<file path="src/hw/rtl/chm_pkg.sv">
// ----------------------------------------------------------------------------
// Convex hull package
// Shared types and constants of the monotone chain convex hull block.
// ----------------------------------------------------------------------------
package chm_pkg;

  localparam int unsigned FIELD_W = 16;

  typedef struct packed {
    logic store;
    logic last;
  } chm_ctl_t;

  typedef enum logic [4:0] {
    ST_LOAD,
    ST_SORT_KEY,
    ST_SORT_KEYW,
    ST_SORT_CMP,
    ST_SORT_PUT,
    ST_DEDUP_RD,
    ST_DEDUP_CHK,
    ST_HULL_RD,
    ST_HULL_PT,
    ST_HULL_CHK,
    ST_HULL_MUL,
    ST_HULL_DEC,
    ST_HULL_REFILL,
    ST_HULL_PUSH,
    ST_OUT_RD,
    ST_OUT_EMIT
  } chm_state_e;

endpackage

</file>
<file path="src/hw/rtl/chm_if.sv">
// ----------------------------------------------------------------------------
// Convex hull channels
// Point input channel and hull vertex output channel.
// ----------------------------------------------------------------------------
interface chm_in_if;
  import chm_pkg::*;
  logic               valid;
  logic               ready;
  logic [FIELD_W-1:0] px;
  logic [FIELD_W-1:0] py;
  logic               set_end;
  modport source (output valid, px, py, set_end, input ready);
  modport sink   (input valid, px, py, set_end, output ready);
endinterface


</file>
<file path="src/hw/rtl/chm_front.sv">
// ----------------------------------------------------------------------------
// Convex hull front end
// Accepts points, narrows coordinates and marks each as stored or dropped.
// ----------------------------------------------------------------------------
module chm_front #(
  parameter int unsigned MAX_POINTS = 64,
  parameter int unsigned COORD_BITS = 16
) (
  input  logic                  clk_i,
  input  logic                  rst_ni,
  chm_in_if.sink                pt_i,
  output logic                  q_valid_o,
  input  logic                  q_ready_i,
  output chm_pkg::chm_ctl_t     q_ctl_o,
  output logic [COORD_BITS-1:0] q_x_o,
  output logic [COORD_BITS-1:0] q_y_o
);
  import chm_pkg::*;

  localparam int unsigned CNT_W = $clog2(MAX_POINTS + 1);

  logic [CNT_W-1:0] cnt_q, cnt_d;
  logic [FIELD_W+COORD_BITS-1:0] xw, yw;
  logic full, acc;

  // Inputs are read as unsigned fields, only the low COORD_BITS bits count.
  assign xw = {{COORD_BITS{1'b0}}, pt_i.px};
  assign yw = {{COORD_BITS{1'b0}}, pt_i.py};
  assign q_x_o = xw[COORD_BITS-1:0];
  assign q_y_o = yw[COORD_BITS-1:0];

  assign full          = (cnt_q == CNT_W'(MAX_POINTS));
  assign q_ctl_o.store = !full;
  assign q_ctl_o.last  = pt_i.set_end;
  assign q_valid_o     = pt_i.valid;
  assign pt_i.ready    = q_ready_i;
  assign acc           = pt_i.valid && q_ready_i;

  always_comb begin
    cnt_d = cnt_q;
    if (acc) begin
      if (pt_i.set_end) begin
        cnt_d = '0;
      end else if (!full) begin
        cnt_d = cnt_q + CNT_W'(1);
      end
    end
  end

  always_ff @(posedge clk_i or negedge rst_ni) begin
    if (!rst_ni) begin
      cnt_q <= '0;
    end else begin
      cnt_q <= cnt_d;
    end
  end

endmodule

</file>
<file path="src/flat_wrapper.sv">
// flat-port wrapper written by rule: the top's interface ports become plain ports
module chm_front_flat import chm_pkg::*;
#(
  parameter int unsigned MAX_POINTS = 64,
  parameter int unsigned COORD_BITS = 16
)
  (clk_i, rst_ni, q_valid_o, q_ready_i, q_ctl_o, q_x_o, q_y_o, pt_i_valid, pt_i_px, pt_i_py, pt_i_set_end, pt_i_ready);
  chm_in_if pt_i_i ();
  input  logic clk_i;
  input  logic rst_ni;
  output logic q_valid_o;
  input  logic q_ready_i;
  output chm_pkg::chm_ctl_t q_ctl_o;
  output logic [COORD_BITS-1:0] q_x_o;
  output logic [COORD_BITS-1:0] q_y_o;
  input wire logic [$bits(pt_i_i.valid)-1:0] pt_i_valid;
  input wire logic [$bits(pt_i_i.px)-1:0] pt_i_px;
  input wire logic [$bits(pt_i_i.py)-1:0] pt_i_py;
  input wire logic [$bits(pt_i_i.set_end)-1:0] pt_i_set_end;
  output wire logic [$bits(pt_i_i.ready)-1:0] pt_i_ready;
  assign pt_i_i.valid = pt_i_valid;
  assign pt_i_i.px = pt_i_px;
  assign pt_i_i.py = pt_i_py;
  assign pt_i_i.set_end = pt_i_set_end;
  assign pt_i_ready = pt_i_i.ready;
  chm_front #(.MAX_POINTS(MAX_POINTS), .COORD_BITS(COORD_BITS)) u_core (.clk_i(clk_i), .rst_ni(rst_ni), .pt_i(pt_i_i), .q_valid_o(q_valid_o), .q_ready_i(q_ready_i), .q_ctl_o(q_ctl_o), .q_x_o(q_x_o), .q_y_o(q_y_o));
endmodule
</file>
<file path="config.mk">
export PLATFORM = sky130hd
export DESIGN_NAME = chm_front_flat
export DESIGN_NICKNAME = d
export VERILOG_FILES = /design/src/hw/rtl/chm_pkg.sv /design/src/hw/rtl/chm_if.sv /design/src/hw/rtl/chm_front.sv /design/src/flat_wrapper.sv
export SDC_FILE = /design/constraint.sdc
export NUM_CORES = 1
export LEC_CHECK = 0
export ABC_AREA = 1
export BUFFER_PORTS_ARGS = -buffer_cell sky130_fd_sc_hd__buf_2
export CORE_ASPECT_RATIO = 1.25
export CORE_MARGIN = 10
export CORE_UTILIZATION = 38
export DETAILED_ROUTE_END_ITERATION = 8
export PLACE_DENSITY = 0.85
export SKIP_LAST_GASP = 1
export SYNTH_ARGS = -nofsm -noshare
export SYNTH_HDL_FRONTEND = slang
export SYNTH_SLANG_ARGS = --single-unit
</file>
<file path="constraint.sdc">
create_clock -name clk_i -period 2.6 [get_ports clk_i]
set_input_delay 0.52 -clock clk_i [delete_from_list [all_inputs] [get_ports clk_i]]
set_output_delay 0.52 -clock clk_i [all_outputs]
set_load 0.02 [all_outputs]
</file>
==> flow_summary.ini <==
[status]
outcome = complete, no violations

[yosys]
yosysWarnings = 0
synth.distinct_cells = 15
synth_top_family_by_area = buffers and inverters
yosysSeqAreaShare = 0.2435
synth_compound_area_frac = 0.04174
ys_ff_latch = 7
synth_area_sq_um = 719.4
netlist_instances = 100
avgSynthCellArea_sq_um = 7.194
synth_fp_nets = 139
ys_top_cells_by_area = buf_4 38%, dfrtp_1 24%, nand2_1 10%, nand3_1 5.6%, inv_1 4.7%
synthMuxAreaShare = 0
synth_flop_cell = dfrtp_1
synthArstFlopShare = 1.000
synthXorXnorAreaFrac = 0.01217
synth-edff-count = 0
synthAdderAreaFrac = 0.03478
synth_top_area_frac = 0.3757
synth-simple-area-share = 0.2243
yosys.area.top_type = buf_4

[placed_design]
dp.cells = 90
hpwlAfterDp_um = 923.4
place_congestion = 0.8181
pre_cts_slack_ns = 0.9924
io_buffers = 8

[critical_path]
r2r-start = u_core.cnt_q[0]
worst_ep_arrival_time_ns = 1.36
r2r_cells = 8
setup.worst_path.class = reg -> out
required_ns = 2.08
cp-start-kind = flip-flop
r2r-end = u_core.cnt_q[4]
crit_slowest_cell = dfrtp_1
slowest_delay_ns = 0.44
crit_chain = inv_1 -> ha_1 -> inv_1 -> nor2_1 -> nand3_1 -> buf_2
endpoint_kind = output pin
path_common_cell = inv_1
critPathMaxFanout = 7
r2r_slack_ns = 1.11

[grt]
grt_util_met3 = 0.02742
met1_usage = 0.06172
grt_use_total = 0.06696
gr-total-overflow = 0
grt_max_degree = 12
global_route.usage.met2 = 0.09605
grt_first_pass_wirelength_um = 2083
grt_pass1_vias = 476
antenna_found_initial = 0
busiest_layer = met2

[floorplan]
die_h_um = 68.65
initial_core_util = 0.4027
pin_count = 73
core_sq_um = 1787
die_w_um = 58.92
rows = 17
dieArea_sq_um = 4044

[sta]
slew_headroom = 0.7651
clock_skew_ns = 0.0004577
rsz0062_at_grt = false
fin_crit_sh = 0.7231
hold_viol = 0
fin_crit_ns = 1.880
tightest_slew_ns = 0.3515
finalMaxSlewViolations = 0
setup_tns_ns = 0
fmax_ghz = 0.5319
report.final.setup_viol = 0
setup_slack_ns = 0.7200

[power_and_ir_drop]
p_seq_frac = 0.475
pwr-share-comb = 0.152
pwr-share-clk = 0.374
p_leak_nw = 0.2677
finalPower_uw = 267.9
irDropWorstVdd_mv = 0.2835
swShare = 0.2900
switchingPower_uw = 77.69
intPower_uw = 190.2
power-per-cell-area_nw_per_um2 = 507.3

[cts]
clock_path_buffers = 2
clock_sinks = 7
cts_resized = 0
cts_tree = done
cts_root_buffer = clkbuf_4
clk_pin_slew_ns = 0.05
clkLatencyLatePin_ns = 0.25
cts_buffers = 3
cts_max_level = 1
post_cts_buffers = 0
ctsHoldBuffers = 0

[cells_and_area]
largest_reg_flops = 7
largest_register = u_core.cnt_q
reg_top3 = u_core.cnt_q x7
fin_cells = 94
syn2layout_area_growth_pct = -26.61
multi_input_area_sq_um = 225.2
drive_gt1_frac = 0.1867
ff_latch_area_sq_um = 175.2
nets = 115
n_fill_cell = 212
n_antenna_cell = 0

[drt]
first_iter_violations = 20
drtAntennaViolNets = 0
wl_per_cell_um = 12.98
vias_per_cell = 5.032
drc = 0
drtPass1Iterations = 4
wirelength_um = 1220
via_count = 473

[min_path]
hold_class = in -> async

[run]
drv_cap = 0
==> final cells by class <==
cell class,count,share of cell area
inverters,10,0.07109
flip-flops and latches,7,0.3318
well taps,19,0.04502
clock buffers,4,0.04976
repair buffers,8,0.07583
multi-input cells,46,0.4265
==> how the worst max path moves through the flow <==
stage	from	to	slack [ns]	cells after the start
2_1_floorplan	u_core.cnt_q[0]	q_ctl_o[1]	1.10	5
3_3_place_gp	u_core.cnt_q[0]	q_ctl_o[1]	1.02	6
3_5_place_dp	u_core.cnt_q[0]	q_ctl_o[1]	0.99	6
4_1_cts	u_core.cnt_q[0]	q_ctl_o[1]	0.70	6
5_1_grt	u_core.cnt_q[0]	q_ctl_o[1]	0.58	6
6_report	u_core.cnt_q[0]	q_ctl_o[1]	0.72	6
==> worst max-delay path, delay by kind of cell (launching register included) <==
family	cells	cell delay, ns
flops	1	0.44
buf+inv	3	0.30
simple gates	2	0.23
fa+ha+maj	1	0.14
==> cell usage after synthesis (2+ instances only) <==
cell      n
nand3_1   8
nand4_1   3
dfrtp_1   7
o21ai_1   5
ha_1      2
nand2_1  20
inv_1     9
nor2_1    4
buf_4    36
==> logic make-up (layout without fill, tap and decap cells) <==
group,Yosys count,after routing
buffers and inverters,47,22
AND/OR/NAND/NOR,37,37
flip-flops,7,7
AO/OA/AOI/OAI,6,6
adder cells (fa/ha/maj),2,2
XOR/XNOR,1,1
==> stage by stage <==
stage	instance area, sq um	util	hold slack (ns)
4_1_cts	528.0	0.2955	0.08955
3_3_place_gp	501.7	0.2808	0.3628
5_1_grt	528.0	0.2955	0.08580
2_1_floorplan	719.4	-	0.2244
6_report	528.0	0.2955	0.09454
3_5_place_dp	501.7	0.2808	0.3673
==> cell usage in the layout (no fill, tap or decap) <==
cell type / netlist / routed
ha_1: 2 / 2
nor2_2: 1 / 1
nand2_1: 20 / 20
dfrtp_1: 7 / 7
clkbuf_4: 0 / 3
nand4_1: 3 / 3
buf_2: 0 / 8
inv_1: 9 / 9
clkbuf_1: 0 / 1
nand3_1: 8 / 8
nor2_1: 4 / 4
o21ai_1: 5 / 5
or2_2: 1 / 1
xor2_1: 1 / 1
inv_2: 1 / 1
o21ai_0: 1 / 1
==> metal layers <==
| layer | part of all wire | wire (um) |
|---|---|---|
| met5 | 0 | 0 |
| met4 | 0.066 | 80 |
| met3 | 0.13 | 157 |
| met2 | 0.45 | 544 |
| met1 | 0.36 | 437 |
==> power groups by stage <==
stage                     Sequential [mW]  Combinational (mW)  Clock (mW)
after CTS                           0.127              0.0414       0.106
after floorplan                     0.125               0.110           0
final                               0.127              0.0407       0.100
after global routing                0.130              0.0487       0.115
after detailed placement            0.129              0.0413           0
after global placement              0.128              0.0403           0
(Power assumes the default switching activity.)
