===== config.mk =====
export PLATFORM = sky130hd
export DESIGN_NAME = chm_fifo
export DESIGN_NICKNAME = d
export VERILOG_FILES = /design/src/hw/rtl/chm_fifo.sv
export SDC_FILE = /design/constraint.sdc
export NUM_CORES = 1
export LEC_CHECK = 0
export BUFFER_PORTS_ARGS = -buffer_cell sky130_fd_sc_hd__buf_2
export CAP_MARGIN = 20
export CORE_UTILIZATION = 55
export DETAILED_ROUTE_END_ITERATION = 10
export MAX_ROUTING_LAYER = met4
export PLACE_DENSITY = 0.83
export SYNTH_ARGS = -nofsm -noshare
export SYNTH_HDL_FRONTEND = slang
export SYNTH_SLANG_ARGS = --single-unit

===== constraint.sdc =====
create_clock -name clk_i -period 5.3 [get_ports clk_i]
set_input_delay 0.265 -clock clk_i [delete_from_list [all_inputs] [get_ports clk_i]]
set_output_delay 0.265 -clock clk_i [all_outputs]
set_load 0.01 [all_outputs]

===== src/hw/rtl/chm_fifo.sv =====
// ----------------------------------------------------------------------------
// Convex hull queue
// Two-entry queue between the front end and the hull engine.
// ----------------------------------------------------------------------------
module chm_fifo #(
  parameter int unsigned WIDTH = 34
) (
  input  logic             clk_i,
  input  logic             rst_ni,
  input  logic             push_valid_i,
  output logic             push_ready_o,
  input  logic [WIDTH-1:0] push_data_i,
  output logic             pop_valid_o,
  input  logic             pop_ready_i,
  output logic [WIDTH-1:0] pop_data_o
);
  logic [WIDTH-1:0] data_q [2];
  logic             wptr_q, rptr_q;
  logic [1:0]       cnt_q;
  logic             push, pop;

  assign push_ready_o = (cnt_q != 2'd2);
  assign pop_valid_o  = (cnt_q != 2'd0);
  assign pop_data_o   = data_q[rptr_q];
  assign push         = push_valid_i && push_ready_o;
  assign pop          = pop_valid_o && pop_ready_i;

  always_ff @(posedge clk_i) begin
    if (push) begin
      data_q[wptr_q] <= push_data_i;
    end
  end

  always_ff @(posedge clk_i or negedge rst_ni) begin
    if (!rst_ni) begin
      wptr_q <= 1'b0;
      rptr_q <= 1'b0;
      cnt_q  <= 2'd0;
    end else begin
      if (push) begin
        wptr_q <= !wptr_q;
      end
      if (pop) begin
        rptr_q <= !rptr_q;
      end
      if (push && !pop) begin
        cnt_q <= cnt_q + 2'd1;
      end else if (pop && !push) begin
        cnt_q <= cnt_q - 2'd1;
      end
    end
  end

endmodule


==> report_table.html, run 1 <==
<table>
<tr><th>Metric</th><th>Value</th></tr>
<tr><th colspan="2">Status</th></tr>
<tr><td>Run status</td><td>finished clean</td></tr>
<tr><th colspan="2">STA</th></tr>
<tr><td>Clock period minus worst slack</td><td>2.220 ns</td></tr>
<tr><td>Share of the clock period used by the worst path after layout</td><td>41.89%</td></tr>
<tr><td>Final Max Tran Viols</td><td>0</td></tr>
<tr><td>Sum of negative setup slack</td><td>0 ns</td></tr>
<tr><td>Unrepaired setup endpoints after global routing</td><td>false</td></tr>
<tr><td>Final critical-path setup slack</td><td>3.080 ns</td></tr>
<tr><td>Largest clock skew in the final design</td><td>0.008245 ns</td></tr>
<tr><td>Highest attainable clock frequency</td><td>450.4 MHz</td></tr>
<tr><td>Relative slew slack</td><td>30.91%</td></tr>
<tr><td>Hold violation count in the final report</td><td>0</td></tr>
<tr><td>Final number of setup-violating endpoints</td><td>0</td></tr>
<tr><td>Transition time of the tightest slew-check pin</td><td>1.036 ns</td></tr>
<tr><th colspan="2">GRT</th></tr>
<tr><td>Number of antenna violations at the first check in global routing</td><td>0</td></tr>
<tr><td>Total GRT Usage</td><td>18.07%</td></tr>
<tr><td>Largest net degree at the start of global routing</td><td>36</td></tr>
<tr><td>Number of global-route vias before repair</td><td>1409</td></tr>
<tr><td>Wire length of the first global-routing pass</td><td>6513 um</td></tr>
<tr><td>Total overflow reported by the global router</td><td>0</td></tr>
<tr><th colspan="2">Yosys</th></tr>
<tr><td>Cells after Synth</td><td>124</td></tr>
<tr><td>Cell area after synthesis</td><td>2799 um2</td></tr>
<tr><td>Post-synthesis register bit count</td><td>72</td></tr>
<tr><td>Sequential element share of the synthesized area</td><td>76.53%</td></tr>
<tr><td>Count of cell types in the netlist</td><td>15</td></tr>
<tr><td>Ys Warns</td><td>0</td></tr>
<tr><td>Mean area per synthesized cell</td><td>22.57 um2</td></tr>
<tr><td>Number of nets in the synthesized netlist</td><td>163</td></tr>
<tr><th colspan="2">Critical path</th></tr>
<tr><td>Critical-path maximum fanout</td><td>35</td></tr>
<tr><td>Type of element launching the critical path</td><td>register</td></tr>
<tr><td>Endpoint arrival time on the critical path</td><td>1.96 ns</td></tr>
<tr><td>Critical path class</td><td>register to output pin</td></tr>
<tr><td>Crit path capture type</td><td>output pin</td></tr>
<tr><td>WP data required</td><td>5.04 ns</td></tr>
<tr><th colspan="2">Floorplanning</th></tr>
<tr><td>Vertical die dimension</td><td>73.34 um</td></tr>
<tr><td>Total I/O pin count</td><td>74</td></tr>
<tr><td>Die width</td><td>73.34 um</td></tr>
<tr><td>Std-Cell Core Area</td><td>4817 um2</td></tr>
<tr><td>Starting density of the core</td><td>58.10%</td></tr>
<tr><td>Area of the die</td><td>5378 um2</td></tr>
<tr><td>Total number of placement rows</td><td>25</td></tr>
<tr><th colspan="2">Clocking</th></tr>
<tr><td>TritonCTS clock tree</td><td>done</td></tr>
<tr><td>Clock network latency to the later pin of the worst-skew pair</td><td>0.33 ns</td></tr>
<tr><td>Postcts setup bufs</td><td>0</td></tr>
<tr><td>TritonCTS sink count</td><td>72</td></tr>
<tr><td>Reg clk slew, reported paths</td><td>0.07 ns</td></tr>
<tr><td>Cell at the root of the clock tree</td><td>clkbuf_8</td></tr>
<tr><td>Maximum buffer depth of the clock tree</td><td>2</td></tr>
<tr><td>H-tree levels</td><td>3</td></tr>
<tr><td>Cts bufs inserted</td><td>9</td></tr>
<tr><th colspan="2">Min path</th></tr>
<tr><td>Worst hold path type</td><td>input pin to register</td></tr>
<tr><th colspan="2">Finish</th></tr>
<tr><td>Footprint of the flip-flops and latches</td><td>2143 um2</td></tr>
<tr><td>N_diodes</td><td>0</td></tr>
<tr><td>Combined area of the multi-input logic cells</td><td>589.3 um2</td></tr>
<tr><td>Number of nets in the layout</td><td>245</td></tr>
<tr><td>Area delta synth-&gt;final</td><td>19.98%</td></tr>
<tr><td>Count of fill cells added during filler insertion</td><td>346</td></tr>
<tr><td>Post-route standard cell area excluding fillers</td><td>3358 um2</td></tr>
<tr><td>Layout cell share with drive strength beyond 1</td><td>58.29%</td></tr>
<tr><th colspan="2">Power and ir drop</th></tr>
<tr><td>Power per cell area</td><td>533.2 nW/um2</td></tr>
<tr><td>Peak supply drop</td><td>0.4432 mV</td></tr>
<tr><td>Leakage Power</td><td>1.365 nW</td></tr>
<tr><th colspan="2">Routing</th></tr>
<tr><td>Avg Vias per Cell</td><td>4.885</td></tr>
<tr><td>Number of antenna-violating nets in the routed design</td><td>0</td></tr>
<tr><td>Detailed-routing iteration count for the pre-antenna-repair pass</td><td>4</td></tr>
<tr><td>Via count</td><td>1358</td></tr>
<tr><td>Residual DRC count</td><td>0</td></tr>
<tr><td>Initial DRC count</td><td>97</td></tr>
<tr><td>Total wirelength of the detailed-routed design</td><td>4350 um</td></tr>
<tr><td>Average wire length per cell after detail routing</td><td>15.65 um</td></tr>
<tr><th colspan="2">Placed design</th></tr>
<tr><td>GP Congestion</td><td>0.6497</td></tr>
<tr><td>Placed Instance Area</td><td>3193 um2</td></tr>
<tr><td>Port bufs</td><td>73</td></tr>
<tr><td>Post-DP HPWL</td><td>2958 um</td></tr>
<tr><td>Post-Place Setup Slack</td><td>3.404 ns</td></tr>
<tr><th colspan="2">Job</th></tr>
<tr><td>Count of maximum capacitance violations</td><td>0</td></tr>
</table>
==> critical path, stage by stage, from the launching register on <==
cell and delay [ns]:
dfrtp_2 1.05, mux2_2 0.42, buf_2 0.14
==> cells in the final DEF, fill, tap and decap left out <==
cell type,instances
buf_2,73
edfxtp_1,68
mux2_4,29
clkbuf_8,9
mux2_2,5
clkinv_2,4
xnor2_1,3
dfrtp_1,3
nand2_1,2
xor2_1,2
clkbuf_1,2
nand2b_1,1
inv_1,1
or2_1,1
and3_1,1
nor2_4,1
nor2_1,1
ha_1,1
clkinv_1,1
dlygate4sd3_1,1
buf_4,1
dfrtp_2,1
==> layout make-up <==
cell class,instances,share of cell area [%]
inverters,1,0.1118
flip-flops and latches,72,63.82
clock buffers,11,3.912
multi-input cells,47,17.55
well taps,67,2.496
clock inverters,5,0.7079
repair buffers,75,11.40
==> kinds of logic (layout without fill, tap and decap cells) <==
logic type    count (synthesis)  count (layout)  synth area share, %
fa+ha+maj                     1               1               0.4470
buf+inv                       5              92                2.682
simple gates                  7               7                1.208
flops                        72              72                76.53
mux                          34              34                17.57
xor+xnor                      5               5                1.565
==> timing repair <==
item,4_1_cts,5_1_grt
endpoints found under the setup margin,0,0
hold buffers,1,0
hold endpoints to repair,4,0
gates resized for setup,0,0
==> sequential cells by signal (all words and copies together), names as in the netlist <==
signal	count
cnt_q	2
rptr_q	1
wptr_q	1
data_q	68
==> report_power, final <==
group / internal [mW] / switching, mW
logic: 0.314 / 0.239
registers: 0.782 / 0.111
clock network: 0.165 / 0.179
==> through the flow <==
| stage | std cells | power, mW | util [%] | hold slack [ns] |
|---|---|---|---|---|
| 2_1_floorplan | 124 | 1.311 | - | -0.03059 |
| 3_3_place_gp | 261 | 1.435 | 66.29 | 0.07002 |
| 3_5_place_dp | 261 | 1.466 | 66.29 | 0.07625 |
| 4_1_cts | 278 | 1.811 | 69.71 | 0.1026 |
| 5_1_grt | 278 | 1.877 | 69.71 | 0.1065 |
| 6_report | 278 | 1.791 | 69.71 | 0.1218 |
==> cell usage after synthesis <==
| cell type | count | area [um2] |
|---|---|---|
| mux2_2 | 5 | 56.30 |
| dfrtp_1 | 4 | 100.1 |
| nor2_1 | 2 | 7.510 |
| nand2b_1 | 1 | 6.260 |
| mux2_4 | 29 | 435.4 |
| nand2_1 | 2 | 7.510 |
| and3_1 | 1 | 6.260 |
| xnor2_1 | 3 | 26.28 |
| edfxtp_1 | 68 | 2042 |
| inv_1 | 1 | 3.750 |
| buf_6 | 1 | 11.26 |
| buf_12 | 3 | 60.06 |
| or2_1 | 1 | 6.260 |
| ha_1 | 1 | 12.51 |
| xor2_1 | 2 | 17.52 |
==> metal layers <==
metal  global-route usage, %  vias to the layer above  share of wire [%]
met2                   28.60                       60                 51
met4                   10.26                        0               0.44
li1                        -                      642                  -
met3                   5.075                        2                6.7
met1                   20.89                      654                 42
met5                       -                        -                  0
==> path summary, 6_finish.rpt <==
check                      slack (ns)  depth (start not counted)             end           start
setup / recovery                 3.08                          2  pop_data_o[30]          rptr_q
hold / removal                   0.12                          1    data_q[0][0]  push_data_i[0]
setup reg to reg                 3.42                          3   data_q[0][25]        cnt_q[0]
hold reg to reg                  0.52                          1        cnt_q[1]        cnt_q[1]
max in group asynchronous        4.89                          2          rptr_q          rst_ni
min in group asynchronous        0.27                          2        cnt_q[1]          rst_ni
Note: power is estimated with default switching activity, not from simulation.
==> run 2: changes to the inputs <==
Settings changed: CORE_UTILIZATION 55 to 52, PLACE_DENSITY 0.83 to 0.79.
Clock period 5.3 ns to 2.3 ns, I/O delays scaled along.
==> run 2 against run 1 <==
Utilization up 4.0 points. Critical path depth up 1. Combinational power rose to 2.7 times the previous value. Global-route usage up 0.42 points. Final cell count up 14%. Register-to-register slack worse by 2.7 ns. Clock power rose to 3.0 times the previous value. Clock-buffer cell count unchanged. Cell area up 13%. Worst hold slack worse by 0.016 ns. Die area up 5.6%. Clock skew down 0.0024 ns. Critical endpoint unchanged.
==> report_table.html, run 2 (synthesis results as in run 1) <==
<table>
<tr><th>Metric</th><th>Value</th></tr>
<tr><th colspan="2">Status</th></tr>
<tr><td>Run status</td><td>finished clean</td></tr>
<tr><th colspan="2">Floorplanning</th></tr>
<tr><td>Area of the die</td><td>5680 um2</td></tr>
<tr><td>Total number of placement rows</td><td>26</td></tr>
<tr><td>Std-Cell Core Area</td><td>5140 um2</td></tr>
<tr><td>Vertical die dimension</td><td>75.37 um</td></tr>
<tr><td>Die width</td><td>75.37 um</td></tr>
<tr><td>Total I/O pin count</td><td>74</td></tr>
<tr><td>Starting density of the core</td><td>54.45%</td></tr>
<tr><th colspan="2">Routing</th></tr>
<tr><td>Avg Vias per Cell</td><td>4.707</td></tr>
<tr><td>Residual DRC count</td><td>0</td></tr>
<tr><td>Total wirelength of the detailed-routed design</td><td>4738 um</td></tr>
<tr><td>Initial DRC count</td><td>59</td></tr>
<tr><td>Via count</td><td>1492</td></tr>
<tr><td>Average wire length per cell after detail routing</td><td>14.95 um</td></tr>
<tr><td>Number of antenna-violating nets in the routed design</td><td>0</td></tr>
<tr><td>Detailed-routing iteration count for the pre-antenna-repair pass</td><td>4</td></tr>
<tr><th colspan="2">Finish</th></tr>
<tr><td>Number of non-filler instances in the completed layout</td><td>317</td></tr>
<tr><td>Core occupancy in the finished layout</td><td>73.76%</td></tr>
<tr><td>Layout cell share with drive strength beyond 1</td><td>50.20%</td></tr>
<tr><td>Most used cells in the layout excluding fill and tap cells</td><td>buf_2, edfxtp_1, dlygate4sd3_1</td></tr>
<tr><td>Largest regs</td><td>data_q x68, cnt_q x2</td></tr>
<tr><td>Most frequent standard cell in the layout excluding fill and tap cells</td><td>buf_2</td></tr>
<tr><td>N_diodes</td><td>0</td></tr>
<tr><td>Max reg flops</td><td>68</td></tr>
<tr><td>Largest reg by FF count</td><td>data_q</td></tr>
<tr><td>Count of fill cells added during filler insertion</td><td>335</td></tr>
<tr><td>Post-route standard cell area excluding fillers</td><td>3791 um2</td></tr>
<tr><td>Number of nets in the layout</td><td>281</td></tr>
<tr><td>Area delta synth-&gt;final</td><td>35.45%</td></tr>
<tr><th colspan="2">Placed design</th></tr>
<tr><td>Port bufs</td><td>73</td></tr>
<tr><td>GP Congestion</td><td>0.6788</td></tr>
<tr><td>Post-DP HPWL</td><td>3069 um</td></tr>
<tr><td>Count of placed standard cells including taps</td><td>266</td></tr>
<tr><td>Placed Instance Area</td><td>3238 um2</td></tr>
<tr><th colspan="2">Power and ir drop</th></tr>
<tr><td>Share of power burned in combinational logic</td><td>33.1%</td></tr>
<tr><td>Share of power burned in the clock network</td><td>22.8%</td></tr>
<tr><td>Peak supply drop</td><td>0.9419 mV</td></tr>
<tr><td>Power share of the sequential group</td><td>44.0%</td></tr>
<tr><td>Power per cell area</td><td>1173 nW/um2</td></tr>
<tr><td>Leakage Power</td><td>1.540 nW</td></tr>
<tr><td>Power Internal</td><td>3.200 mW</td></tr>
<tr><td>Sw frac</td><td>28.01%</td></tr>
<tr><td>Psw</td><td>1.245 mW</td></tr>
<tr><th colspan="2">Critical path</th></tr>
<tr><td>Crit path capture type</td><td>output pin</td></tr>
<tr><td>Endpoint arrival time on the critical path</td><td>1.72 ns</td></tr>
<tr><td>Type of element launching the critical path</td><td>register</td></tr>
<tr><td>Critical-path maximum fanout</td><td>23</td></tr>
<tr><td>WP data required</td><td>2.18 ns</td></tr>
<tr><td>Critical path class</td><td>register to output pin</td></tr>
<tr><th colspan="2">GRT</th></tr>
<tr><td>Largest net degree at the start of global routing</td><td>31</td></tr>
<tr><td>Global route hottest layer</td><td>met2</td></tr>
<tr><td>Wire length of the first global-routing pass</td><td>7038 um</td></tr>
<tr><td>Total overflow reported by the global router</td><td>0</td></tr>
<tr><td>Global-route track usage on met2</td><td>33.23%</td></tr>
<tr><td>Total GRT Usage</td><td>18.49%</td></tr>
<tr><td>Global routing met3 resource utilization</td><td>6.349%</td></tr>
<tr><td>GR met1 Demand/Resource</td><td>18.78%</td></tr>
<tr><td>Number of global-route vias before repair</td><td>1579</td></tr>
<tr><td>Number of antenna violations at the first check in global routing</td><td>0</td></tr>
<tr><th colspan="2">Clocking</th></tr>
<tr><td>TritonCTS sink count</td><td>72</td></tr>
<tr><td>Postcts setup bufs</td><td>0</td></tr>
<tr><td>Maximum buffer depth of the clock tree</td><td>2</td></tr>
<tr><td>Reg clk slew, reported paths</td><td>0.07 ns</td></tr>
<tr><td>Cell at the root of the clock tree</td><td>clkbuf_8</td></tr>
<tr><td>Cts bufs inserted</td><td>9</td></tr>
<tr><td>Clock network latency to the later pin of the worst-skew pair</td><td>0.33 ns</td></tr>
<tr><td>H-tree levels</td><td>3</td></tr>
<tr><td>TritonCTS clock tree</td><td>done</td></tr>
<tr><th colspan="2">STA</th></tr>
<tr><td>Largest clock skew in the final design</td><td>0.005804 ns</td></tr>
<tr><td>Transition time of the tightest slew-check pin</td><td>0.4330 ns</td></tr>
<tr><td>Sum of negative setup slack</td><td>0 ns</td></tr>
<tr><td>Highest attainable clock frequency</td><td>543.6 MHz</td></tr>
<tr><td>Unrepaired setup endpoints after global routing</td><td>false</td></tr>
<tr><td>Final Max Tran Viols</td><td>0</td></tr>
<tr><td>Relative slew slack</td><td>71.13%</td></tr>
<tr><td>Hold violation count in the final report</td><td>0</td></tr>
<tr><td>Clock period minus worst slack</td><td>1.840 ns</td></tr>
<tr><td>Share of the clock period used by the worst path after layout</td><td>79.98%</td></tr>
<tr><td>Final number of setup-violating endpoints</td><td>0</td></tr>
<tr><td>Hold Slack</td><td>0.1059 ns</td></tr>
<tr><th colspan="2">Min path</th></tr>
<tr><td>Worst hold path type</td><td>input pin to register</td></tr>
<tr><th colspan="2">Job</th></tr>
<tr><td>Count of maximum capacitance violations</td><td>0</td></tr>
</table>
==> run 2: cell types whose count changed in the layout (fill, tap and decap cells not counted) <==
cell | before | now
and3_1 | 1 | 0
and3_2 | 0 | 1
buf_12 | 0 | 2
bufinv_16 | 0 | 2
clkinv_1 | 1 | 3
clkinv_2 | 4 | 0
dlygate4sd3_1 | 1 | 35
==> run 2: path summary, 6_finish.rpt <==
| kind | startpoint | end | slack, ns | cells after the start |
|---|---|---|---|---|
| max | rptr_q | pop_data_o[30] | 0.46 | 3 |
| min | pop_ready_i | rptr_q | 0.11 | 3 |
| max reg2reg | cnt_q[0] | cnt_q[1] | 0.70 | 6 |
| min reg2reg | cnt_q[1] | cnt_q[1] | 0.51 | 1 |
| max in group asynchronous | rst_ni | rptr_q | 2.03 | 2 |
| min in group asynchronous | rst_ni | wptr_q | 0.13 | 2 |
==> run 2: layer usage <==
layer	vias to the layer above	part of all wire (%)
li1	715	-
met1	727	39
met2	46	56
met3	4	4.6
met4	0	0.65
met5	-	0
==> run 2: critical path, stage by stage (launching register included) <==
cell,delay (ns)
dfrtp_2,0.64
buf_12,0.26
mux2_2,0.35
buf_2,0.14
==> run 2: final cells by class <==
class / instances / area, um2 / area share, %
clock buffers: 11 / 131.4 / 3.465
clock inverters: 5 / 71.32 / 1.881
inverters: 1 / 3.754 / 0.09901
multi-input cells: 47 / 590.6 / 15.58
flip-flops and latches: 72 / 2143 / 56.53
well taps: 70 / 87.58 / 2.310
repair buffers: 111 / 763.2 / 20.13
==> run 2: metrics by stage <==
stage / power, mW / setup WS, ns
finish: 4.445 / 0.4604
global route: 4.670 / 0.3916
CTS: 4.490 / 0.4359
detailed placement: 3.435 / 0.7136
global placement: 3.360 / 0.8079
floorplan: 3.021 / 0.2969
==> run 2: power by group through the flow <==
stage	registers, mW	clock network (mW)	logic, mW
final	1.96	1.02	1.47
after global routing	1.98	1.09	1.59
after CTS	1.97	1.03	1.49
after detailed placement	1.99	0	1.44
after global placement	1.96	0	1.40
after floorplan	1.90	0	1.12
==> run 2: what timing repair did <==
action	4_1_cts	5_1_grt
hold buffers	35	0
gates resized for setup	0	0
endpoints found under the hold margin	72	0
==> run 3: changes to the inputs <==
Settings changed: CORE_UTILIZATION 52 to 47, PLACE_DENSITY 0.79 to 0.75.
Clock period 2.3 ns to 1.5 ns, I/O delays scaled along.
==> run 3 against run 2 <==
The run now ends with setup timing left. Cell area is 9.6% higher. Clock skew is 0.0037 ns higher. Routed wire length is 8.1% higher. Die area is 10% higher. Final cell count is 3.5% higher. Utilization is 0.36 points higher. Sequential share of layout area is 4.9 points lower. Worst hold slack worse by 0.032 ns. Highest routed layer unchanged.
==> report_table.html, run 3 (synthesis results as in run 1) <==
<table>
<tr><th>Metric</th><th>Value</th></tr>
<tr><th colspan="2">Clocking</th></tr>
<tr><td>TritonCTS clock tree</td><td>done</td></tr>
<tr><td>TritonCTS sink count</td><td>72</td></tr>
<tr><td>Cell at the root of the clock tree</td><td>clkbuf_8</td></tr>
<tr><td>Maximum buffer depth of the clock tree</td><td>2</td></tr>
<tr><td>Clock network latency to the later pin of the worst-skew pair</td><td>0.34 ns</td></tr>
<tr><td>Cts bufs inserted</td><td>9</td></tr>
<tr><td>H-tree levels</td><td>3</td></tr>
<tr><td>Reg clk slew, reported paths</td><td>0.07 ns</td></tr>
<tr><th colspan="2">Critical path</th></tr>
<tr><td>Kind of cell adding the most delay to the critical path</td><td>flip-flops</td></tr>
<tr><td>R2r worst-path depth</td><td>6</td></tr>
<tr><td>Critical path's largest stage delay</td><td>0.48 ns</td></tr>
<tr><td>Startpoint of the worst-slack reg-to-reg timing path</td><td>cnt_q[0]</td></tr>
<tr><td>CP max-delay cell</td><td>dfrtp_2</td></tr>
<tr><td>Worst reg2reg path endpoint</td><td>cnt_q[1]</td></tr>
<tr><td>WP data required</td><td>1.42 ns</td></tr>
<tr><td>Crit path capture type</td><td>output pin</td></tr>
<tr><td>Count of buffer and inverter cells on the critical path</td><td>2</td></tr>
<tr><td>Type of element launching the critical path</td><td>register</td></tr>
<tr><td>Endpoint arrival time on the critical path</td><td>1.49 ns</td></tr>
<tr><td>Cells along the critical path</td><td>buf_4, mux2_4, buf_2</td></tr>
<tr><td>Critical-path maximum fanout</td><td>5</td></tr>
<tr><td>Minimum setup slack among reg-to-reg paths</td><td>0.07 ns</td></tr>
<tr><td>Critical path class</td><td>register to output pin</td></tr>
<tr><th colspan="2">GRT</th></tr>
<tr><td>Number of global-route vias before repair</td><td>1639</td></tr>
<tr><td>Wire length of the first global-routing pass</td><td>7569 um</td></tr>
<tr><td>Total GRT Usage</td><td>17.82%</td></tr>
<tr><td>Largest net degree at the start of global routing</td><td>24</td></tr>
<tr><td>Number of antenna violations at the first check in global routing</td><td>0</td></tr>
<tr><td>Total overflow reported by the global router</td><td>0</td></tr>
<tr><th colspan="2">STA</th></tr>
<tr><td>Hold Slack</td><td>0.07432 ns</td></tr>
<tr><td>Unrepaired setup endpoints after global routing</td><td>true</td></tr>
<tr><td>Final Max Tran Viols</td><td>0</td></tr>
<tr><td>Highest attainable clock frequency</td><td>638.3 MHz</td></tr>
<tr><td>Largest clock skew in the final design</td><td>0.009496 ns</td></tr>
<tr><td>Final number of setup-violating endpoints</td><td>32</td></tr>
<tr><td>Hold violation count in the final report</td><td>0</td></tr>
<tr><td>Clock period minus worst slack</td><td>1.567 ns</td></tr>
<tr><td>Share of the clock period used by the worst path after layout</td><td>104.4%</td></tr>
<tr><td>Transition time of the tightest slew-check pin</td><td>0.2142 ns</td></tr>
<tr><td>Final critical-path setup slack</td><td>-0.06660 ns</td></tr>
<tr><td>Relative slew slack</td><td>85.69%</td></tr>
<tr><th colspan="2">Job</th></tr>
<tr><td>Count of maximum capacitance violations</td><td>0</td></tr>
<tr><th colspan="2">Routing</th></tr>
<tr><td>Detailed-routing iteration count for the pre-antenna-repair pass</td><td>4</td></tr>
<tr><td>Residual DRC count</td><td>0</td></tr>
<tr><td>Total wirelength of the detailed-routed design</td><td>5123 um</td></tr>
<tr><td>Number of antenna-violating nets in the routed design</td><td>0</td></tr>
<tr><td>Initial DRC count</td><td>47</td></tr>
<tr><td>Avg Vias per Cell</td><td>4.704</td></tr>
<tr><td>Via count</td><td>1543</td></tr>
<tr><td>Average wire length per cell after detail routing</td><td>15.62 um</td></tr>
<tr><th colspan="2">Finish</th></tr>
<tr><td>Largest regs</td><td>data_q x68, cnt_q x2</td></tr>
<tr><td>Max reg flops</td><td>68</td></tr>
<tr><td>Post-route standard cell area excluding fillers</td><td>4156 um2</td></tr>
<tr><td>Most used cells in the layout excluding fill and tap cells</td><td>edfxtp_1, buf_2, dlygate4sd3_1</td></tr>
<tr><td>Number of non-filler instances in the completed layout</td><td>328</td></tr>
<tr><td>Area delta synth-&gt;final</td><td>48.50%</td></tr>
<tr><td>Most frequent standard cell in the layout excluding fill and tap cells</td><td>edfxtp_1</td></tr>
<tr><td>Largest reg by FF count</td><td>data_q</td></tr>
<tr><td>Number of nets in the layout</td><td>290</td></tr>
<tr><td>N_diodes</td><td>0</td></tr>
<tr><td>Layout cell share with drive strength beyond 1</td><td>55.08%</td></tr>
<tr><th colspan="2">Status</th></tr>
<tr><td>Violations in the final reports</td><td>setup timing</td></tr>
<tr><td>Run status</td><td>finished with violations</td></tr>
<tr><th colspan="2">Placed design</th></tr>
<tr><td>Count of placed standard cells including taps</td><td>271</td></tr>
<tr><td>Post-DP HPWL</td><td>2901 um</td></tr>
<tr><td>GP Congestion</td><td>0.6843</td></tr>
<tr><td>Post-Place Setup Slack</td><td>0.08516 ns</td></tr>
<tr><td>Port bufs</td><td>73</td></tr>
<tr><td>Placed Instance Area</td><td>3291 um2</td></tr>
<tr><th colspan="2">Power and ir drop</th></tr>
<tr><td>Leakage Power</td><td>1.706 nW</td></tr>
<tr><td>Overall power after layout</td><td>7.769 mW</td></tr>
<tr><td>Peak supply drop</td><td>1.385 mV</td></tr>
<tr><td>Power per cell area</td><td>1869 nW/um2</td></tr>
<tr><th colspan="2">Floorplanning</th></tr>
<tr><td>Area of the die</td><td>6268 um2</td></tr>
<tr><td>Vertical die dimension</td><td>79.17 um</td></tr>
<tr><td>Std-Cell Core Area</td><td>5608 um2</td></tr>
<tr><td>Total number of placement rows</td><td>27</td></tr>
<tr><td>Die width</td><td>79.17 um</td></tr>
<tr><td>Starting density of the core</td><td>49.91%</td></tr>
<tr><td>Total I/O pin count</td><td>74</td></tr>
<tr><th colspan="2">Min path</th></tr>
<tr><td>Worst hold path type</td><td>input pin to asynchronous set/reset pin</td></tr>
</table>
==> run 3: cell types whose count changed in the layout (fill, tap and decap cells not counted), moves of 5 or more <==
cell and delta:
buf_2 -30, buf_4 +5, buf_6 +30, mux2_2 -5
mux2_4 +5
==> run 3: per-layer routing <==
metal | part of all wire (%) | global-route usage [%]
met1 | 39 | 18.89
met4 | 2.1 | 9.818
met3 | 4.1 | 3.793
met5 | 0 | -
met2 | 54 | 30.95
==> run 3: cell type report <==
cell class | instances | area (um2)
multi-input cells | 47 | 636.9
fillers | 349 | 1451
clock inverters | 7 | 86.33
flip-flops and latches | 72 | 2145
well taps | 72 | 90.09
repair buffers | 120 | 1071
inverters | 1 | 3.754
clock buffers | 9 | 123.9
==> run 3: through the flow <==
stage	TNS, ns	utilization (%)
final	-1.077	74.12
after CTS	-1.146	72.31
after detailed placement	0	58.68
after global placement	0	58.68
after floorplan	-1.719	-
after global routing	-2.860	74.12
==> run 3: power breakdown <==
group | internal (mW) | total (mW) | switching [mW] | leakage (nW)
Combinational | 1.94 | 3.23 | 1.29 | 0.922
Clock | 0.921 | 1.58 | 0.661 | 0.108
Sequential | 2.76 | 2.96 | 0.195 | 0.676
==> run 3: worst max path at each step <==
stage / to / slack, ns / cells past startpoint / from
after global placement: cnt_q[1] / 0.13 / 6 / cnt_q[1]
after CTS: pop_data_o[31] / -0.08 / 3 / rptr_q
final: pop_data_o[21] / -0.07 / 3 / rptr_q
after floorplan: data_q[0][0] / -0.05 / 3 / cnt_q[0]
after global routing: pop_data_o[21] / -0.12 / 3 / rptr_q
after detailed placement: cnt_q[1] / 0.09 / 6 / cnt_q[0]
==> run 3: repair_timing <==
item	in CTS	in global routing
setup endpoints to repair	30	35
hold buffers	36	0
pin swaps	0	3
setup buffers	0	3
endpoints found under the hold margin	73	0
cloned	1	1
gates resized for setup	28	14
